<file path="config.mk">
export PLATFORM = sky130hd
export DESIGN_NAME = egrt_ctrl
export DESIGN_NICKNAME = d
export VERILOG_FILES = /design/src/hdl/egrt_pkg.sv /design/src/hdl/egrt_ctrl.sv
export VERILOG_INCLUDE_DIRS = /design/src /design/src/hdl
export SDC_FILE = /design/constraint.sdc
export NUM_CORES = 1
export LEC_CHECK = 0
export BUFFER_PORTS_ARGS = -buffer_cell sky130_fd_sc_hd__buf_2
export CORE_AREA = 2 2 39 41
export DETAILED_ROUTE_END_ITERATION = 10
export DIE_AREA = 0 0 41 43
export HOLD_SLACK_MARGIN = 0.03
export PLACE_DENSITY = 0.5
export SLEW_MARGIN = 10
export SYNTH_ARGS = -nofsm -noshare
export SYNTH_HDL_FRONTEND = slang
export SYNTH_SLANG_ARGS = --single-unit
</file>
<file path="constraint.sdc">
create_clock -name clk -period 1.1 [get_ports clk]
set_clock_uncertainty 0.05 [all_clocks]
set_input_delay 0.11 -clock clk [delete_from_list [all_inputs] [get_ports clk]]
set_output_delay 0.11 -clock clk [all_outputs]
set_load 0.03 [all_outputs]
</file>
<file path="src/hdl/event_grouping_reorder_table_top_macros.svh">
// Assertion macros for the event grouping reorder table.
// Used by the controller and the top level; needs clk and rst_n in scope.
`ifndef EVENT_GROUPING_REORDER_TABLE_TOP_MACROS_SVH
`define EVENT_GROUPING_REORDER_TABLE_TOP_MACROS_SVH
// implication checked on every clock edge outside reset
`define EGRT_ASSERT_IMP(label, ante, cons, msg) \
    label: assert property (@(posedge clk) disable iff (!rst_n) (ante) |-> (cons)) \
        else $error(msg);
// implication checked in the cycle after the antecedent
`define EGRT_ASSERT_NEXT(label, ante, cons, msg) \
    label: assert property (@(posedge clk) disable iff (!rst_n) (ante) |=> (cons)) \
        else $error(msg);
`endif

</file>
<file path="src/hdl/egrt_pkg.sv">
// Package for the event grouping reorder table: commands, status codes, states.
// No dependencies.
package egrt_pkg;
    localparam int SLOTS_DEFAULT = 64;
    localparam logic [15:0] TIMEOUT_RESET = 16'd2;
    localparam logic [7:0] COUNT_MAX = 8'd255;

    typedef enum logic [1:0] {
        CMD_ADD = 2'd0,
        CMD_FETCH = 2'd1,
        CMD_TERMINATE = 2'd2,
        CMD_COMPLETE = 2'd3
    } cmd_t;

    typedef enum logic [2:0] {
        ST_APPENDED = 3'd0,
        ST_NEW = 3'd1,
        ST_EOE_DROP = 3'd2,
        ST_FULL = 3'd3,
        ST_RELEASED = 3'd4,
        ST_NONE = 3'd5,
        ST_DONE = 3'd6,
        ST_UNUSED = 3'd7
    } status_t;

    typedef enum logic [1:0] {
        SL_EMPTY = 2'd0,
        SL_BUILDING = 2'd1,
        SL_COMPLETE = 2'd2,
        SL_SPARE = 2'd3
    } slot_state_t;

    typedef enum logic [2:0] {
        FSM_IDLE,
        FSM_SCAN,
        FSM_SCAN_WAIT,
        FSM_WRITE,
        FSM_SWEEP,
        FSM_SWEEP_WAIT,
        FSM_OUT
    } fsm_t;

    // controller to datapath
    typedef struct packed {
        logic load;   // capture request
        logic clear;  // reset scan index
        logic step;   // issue read at scan index, advance
        logic write;  // commit add/fetch result
        logic sweep;  // issue completion-sweep read
    } dp_cmd_t;

    // datapath to controller
    typedef struct packed {
        logic last;     // scan index at final slot
    } dp_stat_t;
endpackage

</file>
<file path="src/hdl/egrt_ctrl.sv">
// Controller of the table: sequences scan, write, sweep and output phases.
// Depends on egrt_pkg.
`include "event_grouping_reorder_table_top_macros.svh"
module egrt_ctrl (
    input  logic clk,
    input  logic rst_n,
    input  logic in_valid,
    output logic in_ready,
    output logic out_valid,
    input  logic out_ready,
    input  logic need_sweep,
    output egrt_pkg::dp_cmd_t cmd,
    input  egrt_pkg::dp_stat_t stat
);
    import egrt_pkg::*;

    fsm_t state_reg, state_next;

    always_ff @(posedge clk or negedge rst_n)
    begin
        if (!rst_n)
            state_reg <= FSM_IDLE;
        else
            state_reg <= state_next;
    end

    always_comb
    begin
        state_next = state_reg;
        cmd = '0;
        in_ready = 1'b0;
        out_valid = 1'b0;
        unique case (state_reg)
            FSM_IDLE:
            begin
                in_ready = 1'b1;
                if (in_valid)
                begin
                    cmd.load = 1'b1;
                    cmd.clear = 1'b1;
                    state_next = FSM_SCAN;
                end
            end
            FSM_SCAN:
            begin
                cmd.step = 1'b1;
                if (stat.last)
                    state_next = FSM_SCAN_WAIT;
            end
            FSM_SCAN_WAIT:
                state_next = FSM_WRITE;
            FSM_WRITE:
            begin
                cmd.write = 1'b1;
                cmd.clear = 1'b1;
                state_next = need_sweep ? FSM_SWEEP : FSM_OUT;
            end
            FSM_SWEEP:
            begin
                cmd.sweep = 1'b1;
                if (stat.last)
                    state_next = FSM_SWEEP_WAIT;
            end
            FSM_SWEEP_WAIT:
                state_next = FSM_OUT;
            FSM_OUT:
            begin
                out_valid = 1'b1;
                if (out_ready)
                    state_next = FSM_IDLE;
            end
            default:
                state_next = FSM_IDLE;
        endcase
    end

    `EGRT_ASSERT_IMP(a_ready_idle, in_ready, !out_valid, "accept while result pending")
    `EGRT_ASSERT_NEXT(a_load_scan, cmd.load, state_reg == FSM_SCAN, "load did not start scan")
    `EGRT_ASSERT_NEXT(a_out_hold, out_valid && !out_ready, out_valid, "result dropped")
endmodule

</file>
**After elaboration in Yosys (flattened, before gate mapping)**

Index checks and enable logic that the tools add are counted.

- Register bits after elaboration: 3
- Input port bits: 6
- Output and inout bits: 7
- Word-level logic and storage cells: 27

- Equality and inequality tests: 10
- Multiplexer cells: 14
- Reductions and logical operators: 2

Operator list:

| kind | count |
|---|---|
| case mux 3 bit (7 select lines) | 1 |
| two-way mux 3 bit | 4 |
| == test 3 bit, second input constant | 3 |
| inequality test 2 bit, second input constant | 4 |
| == test 3 x 2 -> 1 bit, second input constant | 2 |
| two-way mux 1 bit | 6 |
| two-way mux 2 bit | 2 |
| AND reduction 4 bit | 1 |
| == test 3 x 1 -> 1 bit, second input constant | 1 |
| zero test 3 bit | 1 |
| case mux 1 bit (2 select lines) | 1 |

**Depth between registers and ports, before layout**

Gate-level depths: netlist of run 1.

- Depth after elaboration: 3
- Mapped depth: 4
- Gate-level depth less buffers: 3

**Worst setup path after synthesis of run 1**

OpenSTA, ideal clock, no wires.

- Kind: register -> output
- Start: reg state_reg[0]
- End: out cmd[4] (netlist bit)
- Arrival: 1.319 ns
- Data required time: 0.940 ns
- Slack: -0.379 ns
- Stages on the path, launching flop included: 4
- Path buffers: 1
- Cells stage by stage: dfrtp_1 buf_4 nor3_2 and2_1

RTL lines:

| element | RTL line | text |
|---|---|---|
| from (decl) | egrt_ctrl.sv:17 | `fsm_t state_reg, state_next;` |
| from (signal assigned) | egrt_ctrl.sv:24 | `state_reg <= state_next;` |
| to (decl) | egrt_ctrl.sv:12 | `output egrt_pkg::dp_cmd_t cmd,` |

**Worst setup path in the final report of run 1**

- Start: reg state_reg[0]
- End: out out_valid

- Word-level cells in the longest chain between the ends: 2

Ends and longest elaborated chain:

| element | RTL line | text |
|---|---|---|
| == test 3 bit | egrt_ctrl.sv:33 | `unique case (state_reg)` |
| two-way mux 1 bit | egrt_ctrl.sv:33 |  |
| to (decl) | egrt_ctrl.sv:9 | `output logic out_valid,` |

Every way passes these cells.

==> results of run 1 <==
[where the power goes]
part	total, mW	leakage (nW)	switching [mW]	internal [mW]
combinational	1.36	0.207	0.615	0.747
sequential	0.295	0.0337	0.119	0.176
clock	0.189	0.0150	0.0533	0.136
total	1.85	0.256	0.787	1.06
[worst max-delay path: stages (launching register included)]
cell,delay (ns)
dfrtp_2,0.45
buf_6,0.13
and3b_1,0.22
buf_6,0.13
[final cells by class]
| cell class | instances | area, um^2 | share of cell area [%] |
|---|---|---|---|
| repair buffers | 26 | 227.7 | 41.55 |
| multi-input cells | 21 | 195.2 | 35.62 |
| flip-flops and latches | 3 | 78.83 | 14.38 |
| clock buffers | 4 | 26.28 | 4.795 |
| well taps | 16 | 20.02 | 3.653 |
[cells by family after synthesis]
logic type | Yosys count | share of synthesized area (%)
buffers and inverters | 3 | 11.17
DFF | 3 | 31.91
AOI/OAI and AO/OA | 8 | 19.68
and+or+nand+nor | 13 | 37.23
[placed cells by master (no fill, tap or decap)]
cell / synthesis / routed
dlygate4sd3_1: 0 / 1
nor3b_2: 0 / 2
dfrtp_2: 0 / 3
buf_2: 0 / 5
buf_4: 2 / 11
nand2_1: 3 / 1
o31ai_1: 1 / 1
buf_6: 1 / 8
clkbuf_4: 0 / 3
and3b_1: 1 / 1
a31oi_1: 1 / 1
o21ai_1: 4 / 2
a21oi_4: 0 / 1
nand2_2: 0 / 1
nor2_1: 1 / 1
a21o_1: 1 / 1
nand2_4: 0 / 1
nand3_1: 1 / 1
nor2_4: 0 / 1
clkbuf_1: 0 / 1
and2_4: 0 / 1
buf_12: 0 / 1
nor2_2: 2 / 1
o21ai_2: 0 / 2
nor3_4: 0 / 1
nor4b_4: 0 / 1
[layer usage]
layer / up-vias / share of wire [%]
met1: 139 / 44
met3: 0 / 4.1
met4: 0 / 0
li1: 149 / -
met2: 8 / 52
met5: - / 0
[stage by stage]
step	power, mW	std cells	cell area, um^2	utilization (%)
finish	1.845	70	548.0	39.60
global route	1.969	70	548.0	39.60
CTS	1.677	68	499.2	36.08
detailed placement	1.231	60	390.4	28.21
global placement	1.236	60	390.4	28.21
floorplan	0.9095	27	264.0	-
[final timing paths]
check                                              start                       end  slack, ns  depth (start not counted)
worst max register to register  state_reg[2]$_DFFE_PN0P_  state_reg[0]$_DFFE_PN0P_      -0.11                          5
min in group asynchronous                          rst_n  state_reg[0]$_DFFE_PN0P_       0.16                          2
worst min register to register  state_reg[2]$_DFFE_PN0P_  state_reg[0]$_DFFE_PN0P_       0.61                          2
worst max-delay path            state_reg[0]$_DFFE_PN0P_                 out_valid      -0.23                          3
worst min-delay path                          need_sweep  state_reg[1]$_DFFE_PN0P_       0.11                          4
max in group asynchronous                          rst_n  state_reg[2]$_DFFE_PN0P_       0.72                          2
[repair_timing]
action / in CTS / in global routing
endpoints found under the hold margin: 3 / 0
setup buffers: 3 / 2
pin swaps: 3 / 2
hold buffers: 1 / 0
setup endpoints to repair: 9 / 10
gates resized for setup: 18 / 8
==> results.json, run 1 <==
{
  "ys_types": 17,
  "layout.nets": 61,
  "period_share_pct": 120.5,
  "finalHoldViolCount": 0,
  "ys_ff_latch": 3,
  "met1_usage_pct": 12.99,
  "vias": 296,
  "wirelength_um": 657,
  "ys_seq_area_share_pct": 31.91,
  "power_density_nw_per_um2": 3367,
  "ioPinCount": 13,
  "top_usage_layer": "met2",
  "largest_reg_flops": 3,
  "crit_arrival_ns": 1.17,
  "cts_tree": "yes",
  "p_leak_nw": 0.2556,
  "worst_slack_ns": -0.2260,
  "yosys.area.top_type_share_pct": 31.91,
  "grt_pass1_wl_mm": 1.104,
  "grt-ovfl-total": 0,
  "first_pass_iters": 4,
  "htreeDepth": 1,
  "nFillCells": 130,
  "syn-cell-area_um2": 235.2,
  "dpl_worst_slack_ns": -0.06856,
  "yosysMostFrequentCell": "o21ai_1",
  "cp-end-kind": "primary output",
  "start_util_pct": 17.00,
  "clk_latency_ns": 0.23,
  "drive_above_1_share_pct": 79.63,
  "yosysWarnings": 0,
  "use_met2_pct": 13.13,
  "worstPathRequired_ns": 0.94,
  "vias_per_cell": 4.229,
  "synth_area_per_cell_um2": 8.712,
  "crit_path_start_kind": "register",
  "yosys.area.top_type": "dfrtp_1",
  "fp.dieH_um": 43,
  "coreArea_um2": 1384,
  "die-area_um2": 1763,
  "cts_root_buffer": "clkbuf_4",
  "failed_checks": "setup timing",
  "place_hpwl_um": 460.8,
  "holdWs_ns": 0.1085,
  "drv_slew": 0,
  "syn_inst": 27,
  "synthFlopType": "dfrtp_1",
  "clk_pin_slew_ns": 0.04,
  "cts.sinks": 3,
  "yosys-top-cells-count": "4 x o21ai_1, 3 x dfrtp_1, 3 x nand2_1",
  "finalSetupViolCount": 10,
  "die_x_um": 41,
  "max_cap_violations": 0,
  "outcome": "complete, but fails checks",
  "rsz0062_at_grt": "yes",
  "tightest_slew_ns": 0.1845,
  "path_class": "register to primary output",
  "async_flop_share_pct": 100.0,
  "synth_edf_count": 0,
  "detail_route.wl_per_cell_um": 9.386,
  "grt_max_degree": 7,
  "synth_area_leaders": "dfrtp_1 32%, o21ai_1 8.5%, buf_4 6.4%",
  "rows": 14,
  "cts_buffers": 3,
  "clockBufferDepth": 2,
  "finalSetupTns_ns": -1.649,
  "port_buffers": 12,
  "drc_errors": 0,
  "slew_headroom_pct": 87.60,
  "areaGrowthSynthToFinish_pct": 133.0,
  "drt.antenna.violating_nets": 0,
  "fin_crit_ns": 1.326,
  "antenna_found_initial": 0,
  "synth_nets": 33,
  "grtUsageMet3_pct": 0,
  "hold_path.class": "input port to register",
  "grtUsageTotal_pct": 8.862,
  "worst-path-max-fanout": 6,
  "max_freq_ghz": 0.7542,
  "grt_pass1_vias": 271,
  "ir_worst_vdd_mv": 1.364,
  "n_antenna_cell": 0,
  "place.gp.congestion": 0.7162,
  "first_iter_violations": 2
}
(Power assumes the default switching activity.)
==> run 2, diff against run 1 <==
Settings changed: SETUP_SLACK_MARGIN from default to 0.15.
==> results.json, run 2 (synthesized netlist as in run 1, its figures left out) <==
{
  "outcome": "complete, but fails checks",
  "failed_checks": "setup timing",
  "timing.critical_path.buf_inv": 1,
  "grt_pass1_wl_mm": 1.352,
  "finalSetupViolCount": 8,
  "tightest_slew_ns": 0.2089,
  "ioPinCount": 13,
  "most-common-layout-cells": "11 x buf_6, 7 x buf_2, 4 x buf_4",
  "hold_path.class": "input port to register",
  "place_hpwl_um": 502.2,
  "drive_above_1_share_pct": 80.39,
  "grt_pass1_vias": 317,
  "place.gp.congestion": 0.7094,
  "die_x_um": 41,
  "crit_path_start_kind": "register",
  "crit_family": "flip-flops",
  "worst-path-max-fanout": 5,
  "cts_buffers": 3,
  "nFillCells": 148,
  "worst_slack_ns": -0.2581,
  "grt_max_degree": 7,
  "port_buffers": 12,
  "start_util_pct": 17.00,
  "vias": 292,
  "grt-ovfl-total": 0,
  "fin_crit_ns": 1.358,
  "layout.nets": 58,
  "n_antenna_cell": 0,
  "fp.dieH_um": 43,
  "cts_tree": "yes",
  "finalSetupTns_ns": -1.663,
  "cp-end-kind": "primary output",
  "p_leak_nw": 0.2299,
  "drc_errors": 0,
  "first_pass_iters": 2,
  "cts_root_buffer": "clkbuf_4",
  "first_iter_violations": 5,
  "period_share_pct": 123.5,
  "power_density_nw_per_um2": 3349,
  "rows": 14,
  "max_freq_ghz": 0.7363,
  "drt.antenna.violating_nets": 0,
  "layout_commonest_cell": "buf_6",
  "fin_cells": 67,
  "worstReg2RegEnd": "state_reg[0]$_DFFE_PN0P_",
  "largest_reg_flops": 3,
  "min_from": "need_sweep",
  "clk_pin_slew_ns": 0.04,
  "drv_slew": 0,
  "rr_worst_depth": 4,
  "finalHoldViolCount": 0,
  "crit_arrival_ns": 1.20,
  "vias_per_cell": 4.358,
  "rsz0062_at_grt": "yes",
  "crit_slowest_cell": "dfrtp_2",
  "worstPathRequired_ns": 0.94,
  "cp_cell_sequence": "nand2_1 -> a21oi_4 -> buf_2",
  "htreeDepth": 1,
  "slew_headroom_pct": 85.95,
  "clockBufferDepth": 2,
  "placed_cells": 57,
  "ir_worst_vdd_mv": 1.341,
  "dpl_worst_slack_ns": -0.09792,
  "whs_endpoint": "state_reg[1]$_DFFE_PN0P_",
  "critPathMaxStageDelay_ns": 0.44,
  "wirelength_um": 790,
  "max_cap_violations": 0,
  "detail_route.wl_per_cell_um": 11.79,
  "grtUsageTotal_pct": 11.96,
  "areaGrowthSynthToFinish_pct": 118.1,
  "crit-reg2reg-launch": "state_reg[2]$_DFFE_PN0P_",
  "rrSetupSlack_ns": -0.08,
  "path_class": "register to primary output",
  "cts.sinks": 3,
  "coreArea_um2": 1384,
  "die-area_um2": 1763,
  "postLayoutCoreUtil_pct": 37.07,
  "clk_latency_ns": 0.23,
  "antenna_found_initial": 0,
  "hold_path_depth": 4
}
[run 2: what timing repair did]
item                                    4_1_cts  5_1_grt
endpoints found under the setup margin       10       10
cloned                                        0        0
pin swaps                                     5        0
gates resized for setup                      24        1
setup buffers                                 5        0
endpoints found under the hold margin         3        0
hold buffers                                  1        0
[run 2: worst register-to-register path: cells and delay by family (launching register included)]
family | cells | cell delay (ns)
flip-flops | 1 | 0.46
AND/OR/NAND/NOR | 1 | 0.27
AO/OA/AOI/OAI | 2 | 0.16
buffers and inverters | 1 | 0.15
[run 2: report_power, final]
part / switching [mW] / total (mW) / leakage (nW) / internal, mW
logic: 0.596 / 1.23 / 0.181 / 0.631
registers: 0.121 / 0.297 / 0.0337 / 0.176
clock network: 0.0581 / 0.194 / 0.0150 / 0.136
total: 0.776 / 1.72 / 0.230 / 0.942
[run 2: per-stage QoR]
step	hold WS (ns)	area, um^2	total power, mW
detailed placement	-0.1397	369.1	1.164
finish	0.1079	513.0	1.718
global route	0.1230	513.0	1.837
CTS	0.1039	511.7	1.717
global placement	-0.1408	369.1	1.163
floorplan	-0.2356	285.3	0.9793
[run 2: routing by layer]
metal / up-vias / track usage (%) / wire, um
met5: - / 0 / 0
met4: 0 / 10.00 / 0
met3: 0 / 3.665 / 52
met2: 10 / 17.81 / 450
met1: 138 / 12.90 / 288
li1: 144 / - / -
[run 2: worst max-delay path by stage]
stage                              from     end  slack [ns]  cells after the start
5_1_grt        state_reg[0]$_DFFE_PN0P_  cmd[4]       -0.33                      4
4_1_cts        state_reg[1]$_DFFE_PN0P_  cmd[3]       -0.27                      3
3_3_place_gp   state_reg[2]$_DFFE_PN0P_  cmd[4]       -0.09                      3
6_report       state_reg[1]$_DFFE_PN0P_  cmd[3]       -0.26                      3
2_1_floorplan  state_reg[0]$_DFFE_PN0P_  cmd[4]       -0.17                      3
3_5_place_dp   state_reg[2]$_DFFE_PN0P_  cmd[4]        -0.1                      3
[run 2: layout make-up]
type                            instances  area (um^2)  area share (%)
Timing Repair Buffer                   23        198.9           38.78
Tap cell                               16        20.02           3.902
Multi-Input combinational cell         21        188.9           36.83
Sequential cell                         3        78.83           15.37
Clock buffer                            4        26.28           5.122
==> run 3, diff against run 2 <==
Settings changed: CELL_PAD_IN_SITES_DETAIL_PLACEMENT from default to 0, CELL_PAD_IN_SITES_GLOBAL_PLACEMENT from default to 1, GPL_TIMING_DRIVEN from default to 0, PLACE_DENSITY 0.5 to 0.61.
==> results.json, run 3 (synthesized netlist as in run 1, its figures left out) <==
{
  "crit_slowest_cell": "dfrtp_1",
  "grt_max_degree": 8,
  "placed_cells": 55,
  "finalSetupTns_ns": -1.657,
  "rr_worst_depth": 6,
  "vias_per_cell": 4.232,
  "clk_pin_slew_ns": 0.04,
  "hold_path_depth": 4,
  "largest_reg_flops": 3,
  "power_density_nw_per_um2": 3367,
  "min_from": "need_sweep",
  "crit_family": "flip-flops",
  "cp_cell_sequence": "buf_6 -> nor2_4 -> nand2_2 -> a21oi_4 -> buf_6",
  "start_util_pct": 17.00,
  "drt.antenna.violating_nets": 0,
  "cp-end-kind": "primary output",
  "worstPathRequired_ns": 0.94,
  "drive_above_1_share_pct": 77.36,
  "fin_crit_ns": 1.366,
  "drv_slew": 0,
  "grt-ovfl-total": 0,
  "cp_common_cell": "buf_6",
  "cts.sinks": 3,
  "htreeDepth": 1,
  "layout.nets": 60,
  "tightest_slew_ns": 0.2165,
  "n_antenna_cell": 0,
  "grt_pass1_wl_mm": 1.352,
  "die-area_um2": 1763,
  "multi_input_area_um2": 206.4,
  "cts_buffers": 3,
  "worst-path-max-fanout": 6,
  "layout_commonest_cell": "buf_6",
  "clockBufferDepth": 2,
  "critPathMaxStageDelay_ns": 0.39,
  "rows": 14,
  "fp.dieH_um": 43,
  "max_cap_violations": 0,
  "max_freq_ghz": 0.7322,
  "first_iter_violations": 0,
  "clk_latency_ns": 0.24,
  "hold_path.class": "input port to register",
  "first_pass_iters": 1,
  "failed_checks": "setup timing",
  "grt_pass1_vias": 332,
  "worstReg2RegEnd": "state_reg[0]$_DFFE_PN0P_",
  "most-common-layout-cells": "11 x buf_6, 7 x buf_4, 6 x buf_2, 3 x clkbuf_4, 3 x dfrtp_1",
  "ioPinCount": 13,
  "rrSetupSlack_ns": -0.16,
  "areaGrowthSynthToFinish_pct": 131.4,
  "antenna_found_initial": 0,
  "crit-reg2reg-launch": "state_reg[1]$_DFFE_PN0P_",
  "vias": 292,
  "die_x_um": 41,
  "detail_route.wl_per_cell_um": 11.35,
  "finalSetupViolCount": 10,
  "area.sequential_um2": 75.07,
  "coreArea_um2": 1384,
  "period_share_pct": 124.2,
  "worst_slack_ns": -0.2657,
  "drc_errors": 0,
  "crit_path_start_kind": "register",
  "fin_cells": 69,
  "p_leak_nw": 0.2562,
  "finalHoldViolCount": 0,
  "cts_root_buffer": "clkbuf_4",
  "ir_worst_vdd_mv": 0.7646,
  "rsz0062_at_grt": "yes",
  "dpl_worst_slack_ns": -0.1355,
  "grtUsageTotal_pct": 11.95,
  "cts_tree": "yes",
  "whs_endpoint": "state_reg[1]$_DFFE_PN0P_",
  "outcome": "complete, but fails checks",
  "place.gp.congestion": 0.6040,
  "port_buffers": 12,
  "timing.critical_path.buf_inv": 2,
  "place_hpwl_um": 425.6,
  "p_total_mw": 1.833,
  "path_class": "register to primary output",
  "postLayoutCoreUtil_pct": 39.33,
  "wirelength_um": 783,
  "nFillCells": 144,
  "slew_headroom_pct": 85.44,
  "crit_arrival_ns": 1.21
}
==> run 3: changes by cell type in the layout (fill, tap and decap cells not counted), sizes merged <==
cell,change
buf,+2
==> run 3: what timing repair did <==
item,in CTS,in global routing
pin swaps,6,3
hold buffers,1,0
endpoints found under the setup margin,10,10
gates cloned,0,0
endpoints found under the hold margin,3,0
resized for setup,17,4
setup buffers,8,1
==> run 3: worst max path at each step <==
stage,end,depth (start not counted),start,slack [ns]
after floorplan,cmd[4],3,state_reg[0]$_DFFE_PN0P_,-0.17
after global placement,cmd[3],4,state_reg[1]$_DFFE_PN0P_,-0.14
after detailed placement,cmd[3],4,state_reg[1]$_DFFE_PN0P_,-0.14
after CTS,cmd[3],5,state_reg[0]$_DFFE_PN0P_,-0.28
after global routing,cmd[3],5,state_reg[0]$_DFFE_PN0P_,-0.32
final,cmd[3],5,state_reg[0]$_DFFE_PN0P_,-0.27
==> run 3: cell type report <==
class	instances	area share, %
clock buffer	4	4.828
multi-input combinational	21	37.93
sequential	3	13.79
tap	16	3.678
timing repair buffer	22	33.56
buffer	3	6.207
==> run 3: worst min-delay path: cells and delay by family <==
family / cells / cell delay, ns
AND/OR/NAND/NOR: 2 / 0.11
AO/OA/AOI/OAI: 1 / 0.05
buffers and inverters: 1 / 0.07
==> run 3: metrics by stage <==
step	cell area [um^2]	hold WS [ns]
finish	544.3	0.1073
CTS	514.2	0.09800
global placement	365.4	-0.1443
global route	544.3	0.1293
detailed placement	365.4	-0.1429
floorplan	285.3	-0.2356
==> run 3: per-layer routing <==
| metal | track usage [%] | wire length [um] | part of all wire [%] | vias to the layer above |
|---|---|---|---|---|
| met1 | 12.54 | 312 | 40 | 138 |
| met5 | 0 | 0 | 0 | - |
| li1 | - | - | - | 147 |
| met4 | 10.00 | 0 | 0 | 0 |
| met2 | 18.13 | 442 | 56 | 7 |
| met3 | 3.665 | 28 | 3.6 | 0 |
==> run 3: power breakdown <==
part	switching [mW]	leakage, nW	internal (mW)
Combinational	0.710	0.204	0.709
Sequential	0.0514	0.0373	0.165
Clock	0.0602	0.0150	0.136
